--- config.mk ---
export PLATFORM = sky130hd
export DESIGN_NAME = modbus_rtu_request_framer
export DESIGN_NICKNAME = d
export VERILOG_FILES = /design/src/rtl/core/mrf_pkg.sv /design/src/rtl/core/mrf_front.sv /design/src/rtl/core/mrf_cmd_fifo.sv /design/src/rtl/core/mrf_back.sv /design/src/rtl/core/modbus_rtu_request_framer.sv
export SDC_FILE = /design/constraint.sdc
export NUM_CORES = 1
export LEC_CHECK = 0
export ABC_AREA = 1
export BUFFER_PORTS_ARGS = -buffer_cell sky130_fd_sc_hd__clkbuf_2
export CAP_MARGIN = 20
export CORE_UTILIZATION = 25
export CTS_CLUSTER_SIZE = 30
export DETAILED_ROUTE_END_ITERATION = 16
export PLACE_DENSITY_LB_ADDON = 0.08
export REMOVE_ABC_BUFFERS = 1
export SYNTH_ARGS = -nofsm -noshare
export SYNTH_HDL_FRONTEND = slang
export SYNTH_SLANG_ARGS = --single-unit
export TNS_END_PERCENT = 100
--- constraint.sdc ---
create_clock -name clk -period 6.45 [get_ports clk]
set_clock_uncertainty 0.05 [all_clocks]
set_input_delay 1.29 -clock clk [delete_from_list [all_inputs] [get_ports clk]]
set_output_delay 1.29 -clock clk [all_outputs]
set_load 0.02 [all_outputs]
--- src/rtl/core/mrf_pkg.sv ---
// shared types, constants and the crc byte update for the modbus rtu request framer
// no dependencies; every other file refers to it by scoped names
`default_nettype none

package mrf_pkg;

	// crc-16/modbus
	localparam logic [15:0] CRC_INIT = 16'hFFFF;
	localparam logic [15:0] CRC_POLY = 16'hA001;

	// modbus function codes
	localparam logic [7:0] FN_READ_HOLD  = 8'h03;
	localparam logic [7:0] FN_WRITE_ONE  = 8'h06;
	localparam logic [7:0] FN_WRITE_MANY = 8'h10;

	// action codes of an input transaction
	localparam logic [1:0] ACT_READ_HOLD = 2'd0;
	localparam logic [1:0] ACT_WRITE_ONE = 2'd1;
	localparam logic [1:0] ACT_MANY_HDR  = 2'd2;
	localparam logic [1:0] ACT_MANY_VAL  = 2'd3;

	// byte positions within a frame segment
	localparam logic [3:0] IDX_SLAVE  = 4'd0;
	localparam logic [3:0] IDX_FN     = 4'd1;
	localparam logic [3:0] IDX_AHI    = 4'd2;
	localparam logic [3:0] IDX_ALO    = 4'd3;
	localparam logic [3:0] IDX_OHI    = 4'd4;
	localparam logic [3:0] IDX_OLO    = 4'd5;
	localparam logic [3:0] IDX_BC     = 4'd6;
	localparam logic [3:0] IDX_CRC_LO = 4'd7;
	localparam logic [3:0] IDX_CRC_HI = 4'd8;

	// depth of the command queue between front and back
	localparam int FIFO_DEPTH = 4;

	typedef struct packed {
		logic [1:0]  action;
		logic [7:0]  slave_address;
		logic [15:0] register_address;
		logic [15:0] operand;
		logic        last_value;
	} in_item_t;

	typedef struct packed {
		logic [7:0] frame_byte;
		logic       frame_end;
	} out_item_t;

	// classified command handed from front to back
	typedef struct packed {
		logic        new_frame;
		logic [7:0]  fn_code;
		logic [7:0]  slave;
		logic [15:0] reg_addr;
		logic [15:0] operand;
		logic [3:0]  first_idx;
		logic        has_bc;
		logic        has_crc;
	} cmd_t;

	// back status seen by the top level
	typedef struct packed {
		logic        busy;
		logic        emit_end;
		logic [15:0] crc;
	} back_stat_t;

	// one byte through the reflected crc, one bit per step
	function automatic logic [15:0] crc_byte(input logic [15:0] crc, input logic [7:0] b);
		logic [15:0] c;
		c = crc ^ {8'h00, b};
		for (int k = 0; k < 8; k++) begin
			if (c[0]) begin
				c = (c >> 1) ^ CRC_POLY;
			end else begin
				c = c >> 1;
			end
		end
		return c;
	endfunction

endpackage

`default_nettype wire

--- src/rtl/core/mrf_front.sv ---
// front part: accepts request transactions and classifies them into commands
// depends on mrf_pkg
`default_nettype none

module mrf_front (
	input  wire logic             push,
	input  wire logic             full,
	input  wire mrf_pkg::in_item_t request,
	output logic                  wr_en,
	output mrf_pkg::cmd_t         cmd
);

	// accept when the queue has room
	assign wr_en = push && !full;

	// classify by action
	always_comb begin
		cmd.new_frame = (request.action != mrf_pkg::ACT_MANY_VAL);
		cmd.slave     = request.slave_address;
		cmd.reg_addr  = request.register_address;
		cmd.operand   = request.operand;
		cmd.has_bc    = (request.action == mrf_pkg::ACT_MANY_HDR);
		cmd.first_idx = mrf_pkg::IDX_SLAVE;
		cmd.fn_code   = mrf_pkg::FN_WRITE_MANY;
		cmd.has_crc   = 1'b1;
		case (request.action)
			mrf_pkg::ACT_READ_HOLD: begin
				cmd.fn_code = mrf_pkg::FN_READ_HOLD;
			end
			mrf_pkg::ACT_WRITE_ONE: begin
				cmd.fn_code = mrf_pkg::FN_WRITE_ONE;
			end
			mrf_pkg::ACT_MANY_HDR: begin
				cmd.has_crc = (request.operand == 16'd0);
			end
			mrf_pkg::ACT_MANY_VAL: begin
				cmd.first_idx = mrf_pkg::IDX_OHI;
				cmd.has_crc   = request.last_value;
			end
			default: begin
				cmd.has_crc = 1'b1;
			end
		endcase
	end

endmodule

`default_nettype wire

--- src/rtl/core/mrf_cmd_fifo.sv ---
// short command queue between front and back
// depends on mrf_pkg
`default_nettype none

module mrf_cmd_fifo #(
	parameter int FifoDepth = mrf_pkg::FIFO_DEPTH
) (
	input  wire logic          clk,
	input  wire logic          arst_n,
	input  wire logic          wr_en,
	input  wire mrf_pkg::cmd_t wr_data,
	input  wire logic          rd_en,
	output mrf_pkg::cmd_t      rd_data,
	output logic               full,
	output logic               empty
);

	localparam int PtrW = (FifoDepth > 1) ? $clog2(FifoDepth) : 1;
	localparam int CntW = $clog2(FifoDepth + 1);
	localparam logic [PtrW-1:0] PtrLast = PtrW'(FifoDepth - 1);
	localparam logic [CntW-1:0] CntFull = CntW'(FifoDepth);

	mrf_pkg::cmd_t   mem_q [FifoDepth];
	logic [PtrW-1:0] wr_ptr_q;
	logic [PtrW-1:0] rd_ptr_q;
	logic [CntW-1:0] count_q;

	assign full    = (count_q == CntFull);
	assign empty   = (count_q == '0);
	assign rd_data = mem_q[rd_ptr_q];

	// storage
	always_ff @(posedge clk) begin
		if (wr_en) begin
			mem_q[wr_ptr_q] <= wr_data;
		end
	end

	// pointers and fill count
	always_ff @(posedge clk or negedge arst_n) begin
		if (!arst_n) begin
			wr_ptr_q <= '0;
			rd_ptr_q <= '0;
			count_q  <= '0;
		end else begin
			if (wr_en) begin
				wr_ptr_q <= (wr_ptr_q == PtrLast) ? '0 : wr_ptr_q + 1'b1;
			end
			if (rd_en) begin
				rd_ptr_q <= (rd_ptr_q == PtrLast) ? '0 : rd_ptr_q + 1'b1;
			end
			if (wr_en && !rd_en) begin
				count_q <= count_q + 1'b1;
			end else if (rd_en && !wr_en) begin
				count_q <= count_q - 1'b1;
			end
		end
	end

endmodule

`default_nettype wire

--- src/rtl/core/mrf_back.sv ---
// back part: steps through the bytes of each command, runs the crc, holds the output register
// depends on mrf_pkg
`default_nettype none

module mrf_back (
	input  wire logic          clk,
	input  wire logic          arst_n,
	input  wire mrf_pkg::cmd_t head,
	input  wire logic          head_empty,
	output logic               head_pop,
	input  wire logic          pop,
	output logic               empty,
	output mrf_pkg::out_item_t frame,
	output mrf_pkg::back_stat_t stat
);

	logic               busy_q;
	mrf_pkg::cmd_t      cmd_q;
	logic [3:0]         idx_q;
	logic [15:0]        crc_q;
	logic               out_valid_q;
	mrf_pkg::out_item_t out_q;

	logic       out_room;
	logic       emit;
	logic       last_byte;
	logic       done;
	logic       take;
	logic [7:0] cur_byte;
	logic [3:0] idx_next;

	assign out_room = !out_valid_q || pop;
	assign emit     = busy_q && out_room;

	// byte select
	always_comb begin
		case (idx_q)
			mrf_pkg::IDX_SLAVE:  cur_byte = cmd_q.slave;
			mrf_pkg::IDX_FN:     cur_byte = cmd_q.fn_code;
			mrf_pkg::IDX_AHI:    cur_byte = cmd_q.reg_addr[15:8];
			mrf_pkg::IDX_ALO:    cur_byte = cmd_q.reg_addr[7:0];
			mrf_pkg::IDX_OHI:    cur_byte = cmd_q.operand[15:8];
			mrf_pkg::IDX_OLO:    cur_byte = cmd_q.operand[7:0];
			mrf_pkg::IDX_BC:     cur_byte = {cmd_q.operand[6:0], 1'b0};
			mrf_pkg::IDX_CRC_LO: cur_byte = crc_q[7:0];
			mrf_pkg::IDX_CRC_HI: cur_byte = crc_q[15:8];
			default:             cur_byte = 8'h00;
		endcase
	end

	// end of segment and next position
	always_comb begin
		last_byte = (idx_q == mrf_pkg::IDX_CRC_HI)
			|| (idx_q == mrf_pkg::IDX_OLO && !cmd_q.has_bc && !cmd_q.has_crc)
			|| (idx_q == mrf_pkg::IDX_BC && !cmd_q.has_crc);
		case (idx_q)
			mrf_pkg::IDX_OLO: idx_next = cmd_q.has_bc ? mrf_pkg::IDX_BC : mrf_pkg::IDX_CRC_LO;
			default:          idx_next = idx_q + 4'd1;
		endcase
	end

	assign done     = emit && last_byte;
	assign take     = !head_empty && (!busy_q || done);
	assign head_pop = take;

	// sequencer
	always_ff @(posedge clk or negedge arst_n) begin
		if (!arst_n) begin
			busy_q <= 1'b0;
			idx_q  <= mrf_pkg::IDX_SLAVE;
			crc_q  <= mrf_pkg::CRC_INIT;
		end else begin
			if (take) begin
				busy_q <= 1'b1;
				idx_q  <= head.first_idx;
			end else if (done) begin
				busy_q <= 1'b0;
			end else if (emit) begin
				idx_q <= idx_next;
			end
			// crc: a new frame restarts it, a closed frame returns it to its initial value
			if (take && head.new_frame) begin
				crc_q <= mrf_pkg::CRC_INIT;
			end else if (emit) begin
				if (idx_q == mrf_pkg::IDX_CRC_HI) begin
					crc_q <= mrf_pkg::CRC_INIT;
				end else if (idx_q != mrf_pkg::IDX_CRC_LO) begin
					crc_q <= mrf_pkg::crc_byte(crc_q, cur_byte);
				end
			end
		end
	end

	// command hold register
	always_ff @(posedge clk) begin
		if (take) begin
			cmd_q <= head;
		end
	end

	// output register valid
	always_ff @(posedge clk or negedge arst_n) begin
		if (!arst_n) begin
			out_valid_q <= 1'b0;
		end else if (emit) begin
			out_valid_q <= 1'b1;
		end else if (pop) begin
			out_valid_q <= 1'b0;
		end
	end

	// output register payload
	always_ff @(posedge clk) begin
		if (emit) begin
			out_q.frame_byte <= cur_byte;
			out_q.frame_end  <= (idx_q == mrf_pkg::IDX_CRC_HI);
		end
	end

	assign empty         = !out_valid_q;
	assign frame         = out_q;
	assign stat.busy     = busy_q;
	assign stat.emit_end = emit && (idx_q == mrf_pkg::IDX_CRC_HI);
	assign stat.crc      = crc_q;

endmodule

`default_nettype wire

--- src/rtl/core/modbus_rtu_request_framer.sv ---
// modbus rtu request framer: one request transaction in, two to nine frame bytes out
// path: queue, then the back's command register, then the output register for each byte
// throughput: one frame byte per cycle while the output register is free or being popped,
// set by the byte sequencer in the back; the next request follows without a gap
// reset: asynchronous, active low; clears the queue, the output register and the crc to 0xffff
`default_nettype none

module modbus_rtu_request_framer #(
	parameter int FifoDepth = mrf_pkg::FIFO_DEPTH
) (
	input  wire logic              clk,
	input  wire logic              arst_n,
	input  wire logic              push,
	output logic                   full,
	input  wire mrf_pkg::in_item_t request,
	output logic                   empty,
	input  wire logic              pop,
	output mrf_pkg::out_item_t     frame
);

	logic                wr_en;
	mrf_pkg::cmd_t       wr_cmd;
	mrf_pkg::cmd_t       head;
	logic                head_empty;
	logic                head_pop;
	mrf_pkg::back_stat_t stat;

	// classify
	mrf_front u_front (
		.push    (push),
		.full    (full),
		.request (request),
		.wr_en   (wr_en),
		.cmd     (wr_cmd)
	);

	// command queue
	mrf_cmd_fifo #(
		.FifoDepth (FifoDepth)
	) u_fifo (
		.clk     (clk),
		.arst_n  (arst_n),
		.wr_en   (wr_en),
		.wr_data (wr_cmd),
		.rd_en   (head_pop),
		.rd_data (head),
		.full    (full),
		.empty   (head_empty)
	);

	// byte sequencer and crc
	mrf_back u_back (
		.clk        (clk),
		.arst_n     (arst_n),
		.head       (head),
		.head_empty (head_empty),
		.head_pop   (head_pop),
		.pop        (pop),
		.empty      (empty),
		.frame      (frame),
		.stat       (stat)
	);

`ifndef ASSERT_OFF
	// an accepted request is held in the queue at the next edge
	a_push_lands: assert property (@(posedge clk) disable iff (!arst_n)
		push && !full |=> !head_empty)
		else $error("accepted request not in queue");

	// an idle back picks up a waiting command
	a_idle_takes: assert property (@(posedge clk) disable iff (!arst_n)
		!stat.busy && !head_empty |=> stat.busy)
		else $error("idle back did not take waiting command");

	// closing a frame returns the crc to its initial value
	a_crc_restart: assert property (@(posedge clk) disable iff (!arst_n)
		stat.emit_end |=> stat.crc == mrf_pkg::CRC_INIT)
		else $error("crc not restarted after frame end");
`endif

endmodule

`default_nettype wire
==> results of run 1 <==
[worst max-delay path: cells and delay by family (launching register included)]
| family | cells | cell delay (ps) |
|---|---|---|
| adder cells (fa/ha/maj) | 1 | 590 |
| AND/OR/NAND/NOR | 6 | 930 |
| AO/OA/AOI/OAI | 4 | 580 |
| buffers and inverters | 4 | 910 |
| flip-flops | 1 | 430 |
[cell usage after synthesis, drive strengths merged]
cell type  count  area [um2]
o22ai         50       312.8
buf           10       73.81
o21ai        113       569.3
a22oi         10       75.07
xnor2          3       26.28
nor2         135       526.8
a32oi          5       43.79
a211oi         1       7.510
mux2           1       11.26
ha            10       125.1
dfrtp         13       325.3
xor2           2       17.52
nand4         21       131.4
fa             1       20.02
dfstp         16       420.4
and3           2       12.51
inv           58       220.2
edfxtp       247        7417
clkbuf        34       127.6
nor4           4       25.02
a21boi         1       7.510
a21oi          3       15.01
a221oi         1       8.760
or2            2       12.51
o211ai         2       15.01
nand2        111       444.2
nor3           1       5.000
nand3         54       280.3
[stage by stage]
| stage | hold WS [ps] | util, % | worst slack, ps |
|---|---|---|---|
| after global placement | 440.8 | 27.56 | 2523 |
| after detailed placement | 443.8 | 27.56 | 2418 |
| final | 455.4 | 30.21 | 2884 |
| after floorplan | 411.6 | - | 2295 |
| after CTS | 455.5 | 30.21 | 2768 |
| after global routing | 474.7 | 30.21 | 2448 |
[cell type report]
cell class,count,area [um2],area share (%)
timing repair buffer,68,367.9,2.748
sequential,276,8164,60.99
tap,592,740.7,5.533
clock buffer,51,1018,7.608
clock inverter,11,152.6,1.140
inverter,58,220.2,1.645
multi-input combinational,533,2723,20.34
[cell families after synthesis]
group,after synthesis,share of synthesized area (%)
xor+xnor,5,0.3884
fa+ha+maj,11,1.287
compound gates,186,9.353
simple gates,330,12.75
buf+inv,102,3.739
flops,276,72.38
mux,1,0.09985
[worst min-delay path by stage]
stage | from | end | slack, ps | cells past startpoint
3_5_place_dp | u_back.crc_q[13]$_DFFE_PN1P_ | u_back.crc_q[13]$_DFFE_PN1P_ | 440 | 2
2_1_floorplan | u_back.crc_q[12]$_DFFE_PN1P_ | u_back.crc_q[12]$_DFFE_PN1P_ | 410 | 2
4_1_cts | u_back.crc_q[13]$_DFFE_PN1P_ | u_back.crc_q[13]$_DFFE_PN1P_ | 460 | 2
3_3_place_gp | u_back.crc_q[13]$_DFFE_PN1P_ | u_back.crc_q[13]$_DFFE_PN1P_ | 440 | 2
6_report | u_back.crc_q[14]$_DFFE_PN1P_ | u_back.crc_q[6]$_DFFE_PN1P_ | 460 | 2
5_1_grt | u_back.crc_q[14]$_DFFE_PN1P_ | u_back.crc_q[6]$_DFFE_PN1P_ | 470 | 2
[state kept, by name (all words and copies together) (netlist names)]
name / cells
u_back.frame: 9
u_fifo.mem_q: 192
u_fifo.rd_ptr_q: 2
u_fifo.count_q: 3
u_back.out_valid_q: 1
u_fifo.wr_ptr_q: 2
u_back.cmd_q: 46
u_back.idx_q: 4
u_back.crc_q: 16
u_back.busy_q: 1
[where the power goes]
| part | total (uW) | leakage [uW] | internal (uW) | switching (uW) |
|---|---|---|---|---|
| logic | 2630 | 0.00169 | 733 | 1900 |
| clock network | 1990 | 0.000569 | 1250 | 741 |
| registers | 2910 | 0.00260 | 2640 | 264 |
| total | 7530 | 0.00486 | 4630 | 2900 |
[metal layers]
metal / vias to the layer above / GRT usage [%] / part of all wire (%)
li1: 3425 / - / -
met5: - / 0 / 0
met1: 3543 / 18.53 / 50
met3: 41 / 2.156 / 3.3
met2: 110 / 20.17 / 45
met4: 0 / 4.214 / 2.3
==> flow_metrics.tcl, run 1 <==
set metrics [dict create \
    first_pass_iters 4 \
    fin_total_pwr_uw 7529 \
    crit_path_start "u_back.idx_q[0]$_DFFE_PN0P_" \
    io_pins 58 \
    wl_per_cell_um 18.86 \
    clock_latency_ps 520 \
    final-max-slew-violation-count 0 \
    die_width_um 214.4 \
    ctsRootBufferMaster "clkbuf_16" \
    ys_warn_count 0 \
    num_antenna_cells 0 \
    fin_area_um2 13390 \
    hold_class "reg -> reg" \
    nNetsFinal 1029 \
    fin_tns_setup_ps 0 \
    r2r_start "u_back.idx_q[0]$_DFFE_PN0P_" \
    initial_core_util_pct 25.45 \
    cts_resized 0 \
    clk_path_buf_depth 3 \
    final_cell_mix "edfxtp_1 (247), nor2_1 (123), o21ai_0 (107)" \
    p_per_area_nw_per_um2 562.4 \
    synth_seq_cells 276 \
    syn_area_um2 11280 \
    start_kind "register" \
    grt-ovfl-total 0 \
    ant_nets 0 \
    grt_pass1_vias 7016 \
    slew_headroom_pct 35.44 \
    worst_ep_arrival_time_ps 3970 \
    synth.avg_cell_area_um2 12.38 \
    dp_hpwl_mm 18.35 \
    rsz0062_at_grt "no" \
    final_common_cell "edfxtp_1" \
    cts-hold-fix-buffers 0 \
    drt_iter0_drc 381 \
    path_max_fanout 53 \
    antenna_found_initial 0 \
    grt_pass1_wl_mm 45.22 \
    drive_gt1_share_pct 16.75 \
    required_ps 6850 \
    final_hold_viol_count 0 \
    worst_pin_slew_ps 968.4 \
    port_buffers 57 \
    max_stage_delay_ps 590 \
    min_period_over_period_pct 55.29 \
    clk_pin_slew_ps 60 \
    vias 7119 \
    avgViaCountPerCell 4.480 \
    grt_max_degree 63 \
    place_inst 1527 \
    p_leak_uw 0.004856 \
    wl_mm 29.96 \
    yosysUniqueCellTypes 37 \
    routabilityCongestion 0.7666 \
    grt_usage_pct 13.04 \
    fillCellCount 4527 \
    numCtsBuffers 34 \
    final-setup-viol-count 0 \
    die_y_um 214.4 \
    place_area_um2 12220 \
    crit_end "u_back.crc_q[7]$_DFFE_PN1P_" \
    reg2reg_to "u_back.crc_q[7]$_DFFE_PN1P_" \
    post-route-drc-count 0 \
    maxCapViolCount 0 \
    htreeDepth 2 \
    stdcell_count 1589 \
    max_clock_freq_mhz 280.4 \
    cts.sinks 276 \
    reg2reg_slack_ps 2880 \
    min_period_ps 3566 \
    cts_setup_buffers 0 \
    core_um2 44320 \
    path_common_cell "nand2_1" \
    synthToLayoutAreaGrowth_pct 18.71 \
    rows 77 \
    dieArea_um2 45960 \
    r2r_cells 15 \
    endpoint_kind "register" \
    worstPathCellList "inv_1 > ha_1 > nand3_2 > o21ai_1 > nand2_1 > nand2_1 > o21ai_2 > inv_4 > nand2_2 > nand2_1 > nand3_1 > inv_2 > o21ai_1 > o22ai_1 > inv_1" \
    cts_tree "done" \
    run_status "finished, final reports clean" \
    yosysSeqAreaShare_pct 72.38 \
    criticalPathCategory "reg -> reg" \
    syn_inst 911 \
    irDropWorstVdd_uv 195.3 \
    cp_slowest_cell "ha_1" \
]
(Power assumes the default switching activity.)
==> run 2: changes to the inputs <==
clock period = 3.2 ns   (was 6.45 ns; I/O delays follow)
==> run 2 against run 1 <==
  * Die area stayed put
  * Core utilization about the same
  * Clock-buffer cell count fell by 2
  * Non-clock buffer count rose by 11
  * Clock power up 78%
  * Sequential power grew 97%
  * Combinational power up 110%
  * First-iteration DRC count is 6.6% higher
  * Sequential share of layout area about the same
  * Global-route usage is 0.24 points higher
  * Critical path depth stayed put
  * Via count decreased by 0.90%
==> flow_metrics.tcl, run 2 (synthesis results as in run 1) <==
set metrics [dict create \
    min_period_ps 2822 \
    top_register "u_fifo.mem_q" \
    grt_pass1_wl_mm 45.84 \
    clk_path_buf_depth 3 \
    wl_per_cell_um 18.98 \
    grt_pass1_vias 7037 \
    cp_top_family "adder cells" \
    place_area_um2 12370 \
    r2r_start "u_back.idx_q[1]$_DFFE_PN0P_" \
    grt_usage_pct 13.28 \
    drt_iter0_drc 406 \
    p_leak_uw 0.004857 \
    routabilityCongestion 0.7853 \
    run_status "finished, final reports clean" \
    r2r_cells 15 \
    worst_ep_arrival_time_ps 3160 \
    max_clock_freq_mhz 354.3 \
    path_common_cell "inv_1" \
    clk_pin_slew_ps 60 \
    endpoint_kind "register" \
    ctsRootBufferMaster "clkbuf_16" \
    first_pass_iters 4 \
    io_pins 58 \
    irDropWorstVdd_uv 507.4 \
    ant_nets 0 \
    antenna_found_initial 0 \
    maxCapViolCount 0 \
    numCtsBuffers 35 \
    final_common_cell "edfxtp_1" \
    slew_headroom_pct 40.26 \
    wl_mm 30.34 \
    fillCellCount 4544 \
    top_regs "u_fifo.mem_q: 192 flops, u_back.cmd_q: 46 flops, u_back.crc_q: 16 flops" \
    final-setup-viol-count 0 \
    cts.sinks 276 \
    crit_cells 15 \
    dieArea_um2 45960 \
    criticalPathCategory "reg -> reg" \
    fin_area_um2 13390 \
    avgViaCountPerCell 4.415 \
    num_antenna_cells 0 \
    grt_max_degree 95 \
    cts_setup_buffers 0 \
    final-max-slew-violation-count 0 \
    fin_tns_setup_ps 0 \
    port_buffers 57 \
    clock_latency_ps 510 \
    core_um2 44320 \
    rows 77 \
    final_util_pct 30.22 \
    required_ps 3540 \
    nNetsFinal 1041 \
    final_hold_viol_count 0 \
    cts_resized 0 \
    initial_core_util_pct 25.45 \
    worst_slack_ps 377.5 \
    cp_slowest_cell "dfrtp_1" \
    synthToLayoutAreaGrowth_pct 18.77 \
    worstPathCellList "inv_1 > ha_1 > inv_1 > nor2_2 > inv_2 > nor2_1 > nor2_1 > o21ai_1 > nand2_1 > nand2_1 > o21ai_2 > ha_1 > inv_1 > fa_1 > mux2_2" \
    stdcell_count 1598 \
    hold_class "in -> async" \
    timing.critical_path.buf_inv 4 \
    worst_pin_slew_ps 896.0 \
    multi_input_area_um2 2723 \
    ff_latch_area_um2 8164 \
    largest_reg_flops 192 \
    post-place-ws_ps 376.9 \
    min_period_over_period_pct 88.20 \
    rsz0062_at_grt "no" \
    cts-hold-fix-buffers 0 \
    cts_tree "done" \
    start_kind "register" \
    grt-ovfl-total 0 \
    reg2reg_slack_ps 380 \
    htreeDepth 2 \
    max_stage_delay_ps 430 \
    place_inst 1538 \
    drive_gt1_share_pct 17.20 \
    reg2reg_to "u_fifo.count_q[1]$_DFFE_PN0P_" \
    post-route-drc-count 0 \
    path_max_fanout 5 \
    final_cell_mix "edfxtp_1 (247), nor2_1 (123), o21ai_0 (107)" \
    p_per_area_nw_per_um2 1109 \
    die_y_um 214.4 \
    die_width_um 214.4 \
    vias 7055 \
    dp_hpwl_mm 17.70 \
]
## run 2: through the flow
step,hold WS [ps],power (uW)
global route,241.1,15930
finish,211.6,14850
global placement,441.1,11570
floorplan,294.4,9274
CTS,218.2,15170
detailed placement,433.3,11530
## run 2: cell type report
cell class	count	share of cell area (%)
repair buffers	79	3.923
inverters	58	1.644
clock inverters	11	0.3737
flip-flops and latches	276	60.95
multi-input cells	533	20.33
well taps	592	5.530
clock buffers	49	7.249
## run 2: report_power, final
| part | switching (uW) | total (uW) | internal (uW) |
|---|---|---|---|
| combinational | 3960 | 5590 | 1620 |
| sequential | 391 | 5720 | 5320 |
| clock | 1440 | 3550 | 2100 |
| total | 5800 | 14900 | 9050 |
## run 2: metal layers
metal / routed length (um) / track usage [%]
met3: 972 / 2.241
met2: 14200 / 21.55
met1: 14560 / 18.17
met4: 604 / 3.857
met5: 0 / 0
## run 2: worst max-delay path by stage
stage	startpoint	end	slack [ps]
after floorplan	u_fifo.rd_ptr_q[0]$_DFFE_PN0P_	u_back.crc_q[7]$_DFFE_PN1P_	-960
after global placement	pop	u_fifo.count_q[2]$_DFFE_PN0P_	420
after detailed placement	u_back.idx_q[1]$_DFFE_PN0P_	u_fifo.count_q[1]$_DFFE_PN0P_	380
after CTS	u_back.idx_q[1]$_DFFE_PN0P_	u_fifo.count_q[1]$_DFFE_PN0P_	360
after global routing	u_back.idx_q[1]$_DFFE_PN0P_	u_fifo.count_q[1]$_DFFE_PN0P_	70
final	u_back.idx_q[1]$_DFFE_PN0P_	u_fifo.count_q[1]$_DFFE_PN0P_	380
